$ cat config.mk
export PLATFORM = sky130hd
export DESIGN_NAME = lsb_stego_payload_extractor_top
export DESIGN_NICKNAME = d
export VERILOG_FILES = /design/src/hw/rtl/lspe_pkg.sv /design/src/hw/rtl/lspe_front.sv /design/src/hw/rtl/lspe_queue.sv /design/src/hw/rtl/lspe_back.sv /design/src/hw/rtl/lsb_stego_payload_extractor_top.sv
export SDC_FILE = /design/constraint.sdc
export NUM_CORES = 1
export LEC_CHECK = 0
export ABC_AREA = 1
export BUFFER_PORTS_ARGS = -buffer_cell sky130_fd_sc_hd__clkbuf_2
export CAP_MARGIN = 40
export CORE_ASPECT_RATIO = 1.2
export CORE_MARGIN = 4
export CORE_UTILIZATION = 54
export DETAILED_ROUTE_END_ITERATION = 7
export PLACE_DENSITY_LB_ADDON = 0.3
export SLEW_MARGIN = 20
export SYNTH_ARGS = -nofsm -noshare
export SYNTH_HDL_FRONTEND = slang
export SYNTH_HIERARCHICAL = 1
export SYNTH_SLANG_ARGS = --single-unit
$ cat constraint.sdc
create_clock -name clock -period 7.1 [get_ports clock]
set_input_delay 0.71 -clock clock [delete_from_list [all_inputs] [get_ports clock]]
set_output_delay 0.71 -clock clock [all_outputs]
set_load 0.01 [all_outputs]
$ cat src/hw/rtl/lspe_pkg.sv
// Shared types and constants for the LSB payload extractor.
// Used by the front, queue, back and top-level modules; depends on nothing.

package lspe_pkg;

   localparam int unsigned MARKER_LENGTH = 6;
   localparam int unsigned HOLD_DEPTH    = MARKER_LENGTH - 1;

   localparam logic [1:0] BYTE_SEC_KEY     = 2'd0;
   localparam logic [1:0] BYTE_SEC_MESSAGE = 2'd3;
   localparam logic [2:0] RSP_SEC_END      = 3'd4;

   typedef struct packed {
      logic [7:0] channel_value;
      logic       start_of_image;
   } req_payload_type;

   typedef struct packed {
      logic [7:0] data_byte;
      logic [2:0] section;
      logic       last;
   } rsp_payload_type;

   typedef struct packed {
      logic [7:0] data;
      logic [1:0] section;
      logic       restart;
   } byte_item_type;

   // Terminator "xyzXYZ", one character per matcher stage.
   function automatic logic [7:0] marker_char(input logic [2:0] stage);
      logic [7:0] ch;
      unique case (stage)
         3'd0:    ch = 8'd120;
         3'd1:    ch = 8'd121;
         3'd2:    ch = 8'd122;
         3'd3:    ch = 8'd88;
         3'd4:    ch = 8'd89;
         3'd5:    ch = 8'd90;
         default: ch = 8'd0;
      endcase
      return ch;
   endfunction

endpackage

$ cat src/hw/rtl/lspe_front.sv
// Front end: collects sample LSBs into bytes and labels each byte's section.
// Depends on lspe_pkg; feeds byte transfers into lspe_queue.

module lspe_front #(
   parameter int unsigned SECTION_BYTES = 16
) (
   input  logic                     clock,
   input  logic                     reset,
   input  logic                     req_valid,
   input  lspe_pkg::req_payload_type req_payload,
   input  logic                     queue_full,
   output logic                     req_stall,
   output logic                     push,
   output lspe_pkg::byte_item_type  push_item
);

   logic [2:0] bit_pos_ff,  bit_pos_in;
   logic [7:0] partial_ff,  partial_in;
   logic [1:0] section_ff,  section_in;
   logic [3:0] count_ff,    count_in;
   logic       pending_ff,  pending_in;

   logic       accept;
   logic       start;
   logic [2:0] eff_pos;
   logic [7:0] eff_partial;
   logic [1:0] eff_section;
   logic [3:0] eff_count;
   logic [7:0] new_partial;
   logic       byte_done;

   assign req_stall = queue_full;
   assign accept    = req_valid && !queue_full;
   assign start     = req_payload.start_of_image;

   always_comb begin
      eff_pos     = start ? 3'd0 : bit_pos_ff;
      eff_partial = start ? 8'd0 : partial_ff;
      eff_section = start ? lspe_pkg::BYTE_SEC_KEY : section_ff;
      eff_count   = start ? 4'd0 : count_ff;
      new_partial = {eff_partial[6:0], req_payload.channel_value[0]};
      byte_done   = (eff_pos == 3'd7);

      bit_pos_in  = bit_pos_ff;
      partial_in  = partial_ff;
      section_in  = section_ff;
      count_in    = count_ff;
      pending_in  = pending_ff;

      if (accept) begin
         bit_pos_in = eff_pos + 3'd1;
         partial_in = new_partial;
         section_in = eff_section;
         count_in   = eff_count;
         pending_in = byte_done ? 1'b0 : (start || pending_ff);
         if (byte_done && (eff_section != lspe_pkg::BYTE_SEC_MESSAGE)) begin
            if (eff_count == 4'(SECTION_BYTES - 1)) begin
               count_in   = 4'd0;
               section_in = eff_section + 2'd1;
            end else begin
               count_in = eff_count + 4'd1;
            end
         end
      end

      push              = accept && byte_done;
      push_item.data    = new_partial;
      push_item.section = eff_section;
      push_item.restart = start || pending_ff;
   end

   always_ff @(posedge clock) begin
      if (reset) begin
         bit_pos_ff <= 3'd0;
         partial_ff <= 8'd0;
         section_ff <= lspe_pkg::BYTE_SEC_KEY;
         count_ff   <= 4'd0;
         pending_ff <= 1'b0;
      end else begin
         bit_pos_ff <= bit_pos_in;
         partial_ff <= partial_in;
         section_ff <= section_in;
         count_ff   <= count_in;
         pending_ff <= pending_in;
      end
   end

endmodule

$ cat src/hw/rtl/lspe_queue.sv
// Two-entry queue of byte transfers between the front and back ends.
// Depends on lspe_pkg for the byte item type.

module lspe_queue (
   input  logic                    clock,
   input  logic                    reset,
   input  logic                    push,
   input  lspe_pkg::byte_item_type push_item,
   output logic                    full,
   output logic                    item_valid,
   output lspe_pkg::byte_item_type item,
   input  logic                    pop
);

   lspe_pkg::byte_item_type entries [2];

   logic       wr_ptr_ff, wr_ptr_in;
   logic       rd_ptr_ff, rd_ptr_in;
   logic [1:0] count_ff,  count_in;

   assign full       = (count_ff == 2'd2);
   assign item_valid = (count_ff != 2'd0);
   assign item       = entries[rd_ptr_ff];

   always_comb begin
      wr_ptr_in = push ? !wr_ptr_ff : wr_ptr_ff;
      rd_ptr_in = pop ? !rd_ptr_ff : rd_ptr_ff;
      count_in  = count_ff + {1'b0, push} - {1'b0, pop};
   end

   always_ff @(posedge clock) begin
      if (push) begin
         entries[wr_ptr_ff] <= push_item;
      end
   end

   always_ff @(posedge clock) begin
      if (reset) begin
         wr_ptr_ff <= 1'b0;
         rd_ptr_ff <= 1'b0;
         count_ff  <= 2'd0;
      end else begin
         wr_ptr_ff <= wr_ptr_in;
         rd_ptr_ff <= rd_ptr_in;
         count_ff  <= count_in;
      end
   end

endmodule

$ cat src/hw/rtl/lspe_back.sv
// Back end: terminator matcher, message hold line and result register.
// Depends on lspe_pkg; takes byte transfers from lspe_queue.

module lspe_back (
   input  logic                     clock,
   input  logic                     reset,
   input  logic                     item_valid,
   input  lspe_pkg::byte_item_type  item,
   output logic                     pop,
   output logic                     rsp_valid,
   output lspe_pkg::rsp_payload_type rsp_payload,
   input  logic                     rsp_stall
);

   logic [7:0] hold_ff [lspe_pkg::HOLD_DEPTH];

   logic [2:0] stage_ff, stage_in;
   logic [2:0] fill_ff,  fill_in;
   logic       done_ff,  done_in;
   logic       rsp_valid_ff, rsp_valid_in;
   lspe_pkg::rsp_payload_type rsp_payload_ff, rsp_payload_in;

   logic       load_ok;
   logic [2:0] eff_stage;
   logic [2:0] eff_fill;
   logic       eff_done;
   logic       emit;
   logic       hold_write;
   logic       hold_shift;

   assign load_ok     = !rsp_valid_ff || !rsp_stall;
   assign pop         = item_valid && load_ok;
   assign rsp_valid   = rsp_valid_ff;
   assign rsp_payload = rsp_payload_ff;

   always_comb begin
      eff_stage = item.restart ? 3'd0 : stage_ff;
      eff_fill  = item.restart ? 3'd0 : fill_ff;
      eff_done  = item.restart ? 1'b0 : done_ff;

      stage_in       = stage_ff;
      fill_in        = fill_ff;
      done_in        = done_ff;
      emit           = 1'b0;
      hold_write     = 1'b0;
      hold_shift     = 1'b0;
      rsp_payload_in = rsp_payload_ff;

      if (pop) begin
         stage_in = eff_stage;
         fill_in  = eff_fill;
         done_in  = eff_done;
         if (item.section != lspe_pkg::BYTE_SEC_MESSAGE) begin
            emit                     = 1'b1;
            rsp_payload_in.data_byte = item.data;
            rsp_payload_in.section   = {1'b0, item.section};
            rsp_payload_in.last      = 1'b0;
         end else if (!eff_done) begin
            if (eff_stage == 3'(lspe_pkg::MARKER_LENGTH - 1) &&
                item.data == lspe_pkg::marker_char(eff_stage)) begin
               done_in                  = 1'b1;
               fill_in                  = 3'd0;
               stage_in                 = 3'd0;
               emit                     = 1'b1;
               rsp_payload_in.data_byte = 8'd0;
               rsp_payload_in.section   = lspe_pkg::RSP_SEC_END;
               rsp_payload_in.last      = 1'b1;
            end else begin
               if (eff_stage != 3'(lspe_pkg::MARKER_LENGTH - 1) &&
                   item.data == lspe_pkg::marker_char(eff_stage)) begin
                  stage_in = eff_stage + 3'd1;
               end else begin
                  stage_in = 3'd0;
               end
               if (eff_fill != 3'(lspe_pkg::HOLD_DEPTH)) begin
                  hold_write = 1'b1;
                  fill_in    = eff_fill + 3'd1;
               end else begin
                  hold_shift               = 1'b1;
                  emit                     = 1'b1;
                  rsp_payload_in.data_byte = hold_ff[0];
                  rsp_payload_in.section   = {1'b0, lspe_pkg::BYTE_SEC_MESSAGE};
                  rsp_payload_in.last      = 1'b0;
               end
            end
         end
      end

      rsp_valid_in = load_ok ? emit : rsp_valid_ff;
   end

   always_ff @(posedge clock) begin
      if (hold_shift) begin
         for (int i = 0; i < lspe_pkg::HOLD_DEPTH - 1; i++) begin
            hold_ff[i] <= hold_ff[i + 1];
         end
         hold_ff[lspe_pkg::HOLD_DEPTH - 1] <= item.data;
      end else if (hold_write) begin
         hold_ff[eff_fill] <= item.data;
      end
   end

   always_ff @(posedge clock) begin
      rsp_payload_ff <= rsp_payload_in;
      if (reset) begin
         stage_ff     <= 3'd0;
         fill_ff      <= 3'd0;
         done_ff      <= 1'b0;
         rsp_valid_ff <= 1'b0;
      end else begin
         stage_ff     <= stage_in;
         fill_ff      <= fill_in;
         done_ff      <= done_in;
         rsp_valid_ff <= rsp_valid_in;
      end
   end

endmodule

$ cat src/hw/rtl/lsb_stego_payload_extractor_top.sv
// Top level of the LSB payload extractor; instantiates lspe_front, lspe_queue
// and lspe_back and uses the types of lspe_pkg.
// Throughput: one sample per cycle while req_stall is low; at most one result per eight samples.
// Path: a result for the sample that completes its byte is written into a queue entry
// and then into the result register; message bytes leave five bytes late.
// Synchronous active-high reset clears all control state; no clearing pass.

module lsb_stego_payload_extractor_top #(
   parameter int unsigned SECTION_BYTES = 16
) (
   input  logic                      clock,
   input  logic                      reset,
   input  logic                      req_valid,
   input  lspe_pkg::req_payload_type req_payload,
   output logic                      req_stall,
   output logic                      rsp_valid,
   output lspe_pkg::rsp_payload_type rsp_payload,
   input  logic                      rsp_stall
);

   logic                    push;
   lspe_pkg::byte_item_type push_item;
   logic                    queue_full;
   logic                    item_valid;
   lspe_pkg::byte_item_type item;
   logic                    pop;

   lspe_front #(
      .SECTION_BYTES(SECTION_BYTES)
   ) u_front (
      .clock      (clock),
      .reset      (reset),
      .req_valid  (req_valid),
      .req_payload(req_payload),
      .queue_full (queue_full),
      .req_stall  (req_stall),
      .push       (push),
      .push_item  (push_item)
   );

   lspe_queue u_queue (
      .clock     (clock),
      .reset     (reset),
      .push      (push),
      .push_item (push_item),
      .full      (queue_full),
      .item_valid(item_valid),
      .item      (item),
      .pop       (pop)
   );

   lspe_back u_back (
      .clock      (clock),
      .reset      (reset),
      .item_valid (item_valid),
      .item       (item),
      .pop        (pop),
      .rsp_valid  (rsp_valid),
      .rsp_payload(rsp_payload),
      .rsp_stall  (rsp_stall)
   );

endmodule
==> Yosys cells after proc, flatten, opt, wreduce, memory -nomap -nowiden <==
Memory sizes are Yosys's and may differ from the RTL's. A register that Yosys moved wholly into a read port is not among the register bits.
Index checks and enable logic that the tools add are counted.
{ "word_totals": {"reg_bits": 41, "ram_bits": 62, "input_bits": 13, "out_inout_bits": 14, "elab_cells": 119, "mem_count": 2} }
{ "mem_list": {"columns": ["memory", "depth", "word_bits", "read_ports", "rd_ports_with_merged_regs", "write_ports", "line_no", "rtl"], "rows": [
  ["u_back.hold_ff", 5, 8, 5, 0, 5, "lspe_back.sv:15", "logic [7:0] hold_ff [lspe_pkg::HOLD_DEPTH];"],
  ["u_queue.entries", 2, 11, 1, 1, 1, "lspe_queue.sv:15", "lspe_pkg::byte_item_type entries [2];"]
]} }
{ "classes": {"n_addsub": 7, "n_eq_ne": 16, "muxes": 61, "reduce_logical": 17} }
{ "ops": {"columns": ["operator", "n"], "rows": [
  ["$mux 8", 8],
  ["$mux 12", 4],
  ["$pmux 7 s6", 1],
  ["$mux 3", 12],
  ["$mux 1", 29],
  ["$eq 8x8->1", 2],
  ["$mux 4", 3],
  ["$add 3x1->3 const B", 3],
  ["$eq 3x3->1 const B", 3],
  ["$reduce_or 8->1", 1],
  ["$mux 7", 1],
  ["$eq 3x2->1 const B", 2],
  ["$logic_and 1x1->1", 6],
  ["$mux 2", 3],
  ["$ne 2x2->1 const B", 3],
  ["$ne 3x3->1 const B", 2],
  ["$logic_not 1->1", 5],
  ["$add 4x1->4 const B", 1],
  ["$eq 4x4->1 const B", 1],
  ["$eq 3x1->1 const B", 1],
  ["$logic_not 3->1", 1],
  ["$ne 3x1->1 const B", 1],
  ["$reduce_and 3->1", 1],
  ["$add 2x1->2", 1],
  ["other kinds (5)", 6]
]} }

==> Depth between registers and ports, before layout <==
{ "depth": {"word_depth": 18, "mapped_depth": 20, "depth_no_buf": 19} }

==> By module <==
The synthesis kept the hierarchy.
{ "modules_own_cells": {"columns": ["module", "n_inst", "cells_each", "area_each_um2", "seq_area_each_um2"], "rows": [
  ["lspe_back", 1, 325, 2942.8, 1691.6],
  ["lspe_queue", 1, 65, 1057.3, 760.7],
  ["lspe_front", 1, 122, 847.1, 340.3]
]} }

==> Worst setup path before layout <==
Ideal clock, no wire load.
{ "synth_timing": {"path_kind": "register to register", "start": "register (tool-made name)", "end": "memory u_back.hold_ff[4][0], enable pin", "setup_time_ns": 0.329, "t_arrival_ns": 2.472, "t_required_ns": 6.771, "setup_slack_ns": 4.299, "stages_incl_launch_ff": 20, "path_buffers": 2, "period_less_slack_ns": 2.801, "cell_sequence": "dfxtp_1 -> buf_6 -> mux2_4 -> inv_2 -> nand2_1 -> inv_1 -> ha_1 -> inv_1 -> nand2_1 -> inv_1 -> nand3_1 -> nand2_1 -> nand2_1 -> nor2_1 -> nand3_2 -> nand4_4 -> nor2_8 -> buf_6 -> nand2_1 -> nand2_1"} }
{ "synth_rtl": {"columns": ["element", "line_no"], "rows": [
  ["end: declaration", "lspe_back.sv:15"]
]} }

==> out/results.txt <==
CTS buffer count = 9
Reg clk slew, reported paths = 0.09 ns
Syn_nets = 537
CTS tree = built
Area grow syn2layout = 7.021%
Largest family of logic cells by synthesized area = simple AND/OR/NAND/NOR gates
H-tree Lvls = 3
Clk_lat worst skew = 0.36 ns
Ys async rst share = 0%
Largest net degree at the start of global routing = 38
Adder-cell share of the synthesized area = 3.098%
Warning count from the yosys run = 6
Count leader, synth = nand2_1
Finished Core Util = 59.92%
EDFF count, synth = 73
GRT Residual Overflow = 0
Final Cycle Share = 55.39%
ANT nets after route = 0
Critical Path End Type = flop
Xor and xnor fraction of the mapped netlist area = 0.1807%
Via count = 3416
DIE AREA = 10560 um^2
# diodes = 0
Die width = 94.49 um
First-pass GRT wire length = 14460 um
Peak VDD IR = 0.1786 mV
Post-CTS resize count = 0
Synth cell types = 32
Post-CTS setup buffer count = 0
Top Ports = 27
Leakage = 2.207 nW
Final Setup Violations = 0
Hold Fails Final Rpt = 0
First-pass detailed-route iteration total = 4
Total negative slack = 0 ns
Initial core utilization = 55.99%
Max clock buf depth = 2
RSZ-0062 raised after global routing = no
Ranking of synthesized cells by area = edfxtp_1 (45%), dfxtp_1 (12%), nand2_1 (10%)
Final WL = 8515 um
Synthesized flop and latch total = 103
Critical path fanouts, max = 37
Synth top area share = 45.22%
IO Port Bufs = 19
Die height = 111.8 um
Filler cell count = 725
Sequential share of the synthesized area = 57.61%
Core box area = 8657 um^2
Drt first-iter violations = 201
Final min period = 3.933 ns
Fraction of layout cells with a size suffix above 1 = 11.78%
Worst Tran Pin Value = 0.6875 ns
Num rows = 37
Hpwl dp = 6068 um
Final Max Tran Viols = 0
Clock root cell = clkbuf_8
Fin nets = 555
CTS Hold Buffers Added = 0
Vias in the first global route = 3316
Fmax = 254.3 MHz
Status = completed
Post-Syn Instances = 512
Compound-Gate Fraction of Synth Area = 6.918%
Post-synthesis mux area share = 3.330%
Req. time, crit path = 7.13 ns
Pwr dens = 312.4 nW/um^2
Routed length per placed instance = 13.06 um
Simple-gate share of the synthesized area = 22.04%
Mapped cell area = 4847 um^2
Syn Area/Cell = 9.467 um^2
Clk_skew = 0.009313 ns
Gp weighted congestion = 0.8761
CP Class = flop to flop
DRC violations left = 0
Max-cap violations = 0
Initial antenna violation count = 0
Largest area contributor in the netlist = edfxtp_1
Hold/Removal Path Class = flop to flop
Detail-routed via count per cell = 5.239
Top FF cell, synth = edfxtp_1
GRT Overall Usage = 16.99%
Slew HR = 54.10%
Post-synth top cells = nand2_1 (133), edfxtp_1 (73), inv_1 (55), nand3_1 (55), nor2_1 (38)
CP Launch Type = flop
Arr. time, crit path = 3.97 ns
Clk sinks = 103
-- cell usage in the layout, fill, tap and decap left out --
cell       count
a211oi_1       1
a21oi_1       31
a31oi_1        1
buf_4          1
clkbuf_16      1
clkbuf_2      19
clkbuf_8       9
clkinv_1       3
clkinv_2       2
dfxtp_1       30
edfxtp_1      73
ha_1          12
inv_1         55
inv_2          5
inv_6          3
mux2_2         1
mux2_4        10
nand2_1      133
nand2_2        7
nand3_1       55
nand3_2        1
nand3b_1       3
nand4_1        1
nand4_4        1
nor2_1        38
nor2_2         2
nor2_8         1
nor3_1         3
o2111ai_1      1
o211ai_1       1
o21ai_0       24
o21ai_1        6
xnor2_1        1
-- kinds of logic (layout without fill, tap and decap cells) --
kind of cell             after synthesis  in the layout
AO/OA/AOI/OAI                         65             65
XOR/XNOR                               1              1
adder cells (fa/ha/maj)               12             12
buffers and inverters                 75             98
flip-flops                           103            103
multiplexers                          11             11
AND/OR/NAND/NOR                      245            245
-- final timing paths --
path,start,to,slack [ns],depth (start not counted)
worst max register to register,flop,u_back/hold_ff[1][4]$_DFFE_PP_,3.17,17
worst max-delay path,flop,u_back/hold_ff[1][4]$_DFFE_PP_,3.17,17
worst min-delay path,u_front/bit_pos_ff[2]$_SDFFE_PP0N_,u_front/bit_pos_ff[2]$_SDFFE_PP0N_,0.46,2
worst min register to register,u_front/bit_pos_ff[2]$_SDFFE_PP0N_,u_front/bit_pos_ff[2]$_SDFFE_PP0N_,0.46,2
-- sequential cells by signal, indices dropped and copies added (netlist names), named ones only --
name                flops
u_queue/count_ff        2
u_back/rsp_payload     11
u_queue/entries        22
u_front/count_ff        4
u_back/fill_ff          3
u_back/stage_ff         3
u_back/hold_ff         40
u_back/rsp_valid        1
u_front/pending_ff      1
u_queue/rd_ptr_ff       1
u_front/section_ff      2
u_front/bit_pos_ff      3
u_front/partial_ff      7
u_back/done_ff          1
u_queue/wr_ptr_ff       1
-- layout make-up --
| class | instances | area [um^2] | area share [%] |
|---|---|---|---|
| clock buffers | 10 | 148.9 | 2.870 |
| clock inverters | 6 | 40.04 | 0.7718 |
| inverters | 62 | 232.7 | 4.486 |
| multi-input cells | 334 | 1724 | 33.24 |
| flip-flops and latches | 103 | 2793 | 53.84 |
| well taps | 117 | 146.4 | 2.822 |
| repair buffers | 20 | 102.6 | 1.978 |
-- power breakdown --
part	internal [mW]	switching, mW
Sequential	0.741	0.0423
Clock	0.150	0.198
Combinational	0.159	0.331
-- layer usage --
layer  vias to the layer above  routed length (um)  track usage [%]
met3                        14                 307            2.973
met2                        60                4571            30.97
li1                       1749                   -                -
met5                         -                   0                0
met1                      1593                3508            19.41
met4                         0                 127            6.641
-- critical path, stage by stage, from the launching register on --
cell and delay (ns):
dfxtp_1 0.77, mux2_4 0.37, inv_2 0.11, nand2_1 0.12
inv_1 0.12, ha_1 0.19, inv_1 0.06, nand2_1 0.07
inv_1 0.06, nand3_1 0.08, nand2_1 0.06, nand2_1 0.06
nor2_1 0.06, nand3_2 0.26, nand4_4 0.17, nor2_8 0.43
nand2_2 0.23, nand2_1 0.34
-- stage by stage --
| stage | cell area (um^2) | total power, mW | hold slack, ns | setup WS (ns) | instances |
|---|---|---|---|---|---|
| 2_1_floorplan | 4847 | 1.180 | 0.4297 | 4.299 | 512 |
| 3_3_place_gp | 4991 | 1.261 | 0.4392 | 3.295 | 635 |
| 3_5_place_dp | 4999 | 1.284 | 0.4457 | 3.177 | 636 |
| 4_1_cts | 5187 | 1.632 | 0.4594 | 3.178 | 652 |
| 5_1_grt | 5187 | 1.723 | 0.4778 | 2.853 | 652 |
| 6_report | 5187 | 1.621 | 0.4578 | 3.167 | 652 |
Note: power is estimated with default switching activity, not from simulation.
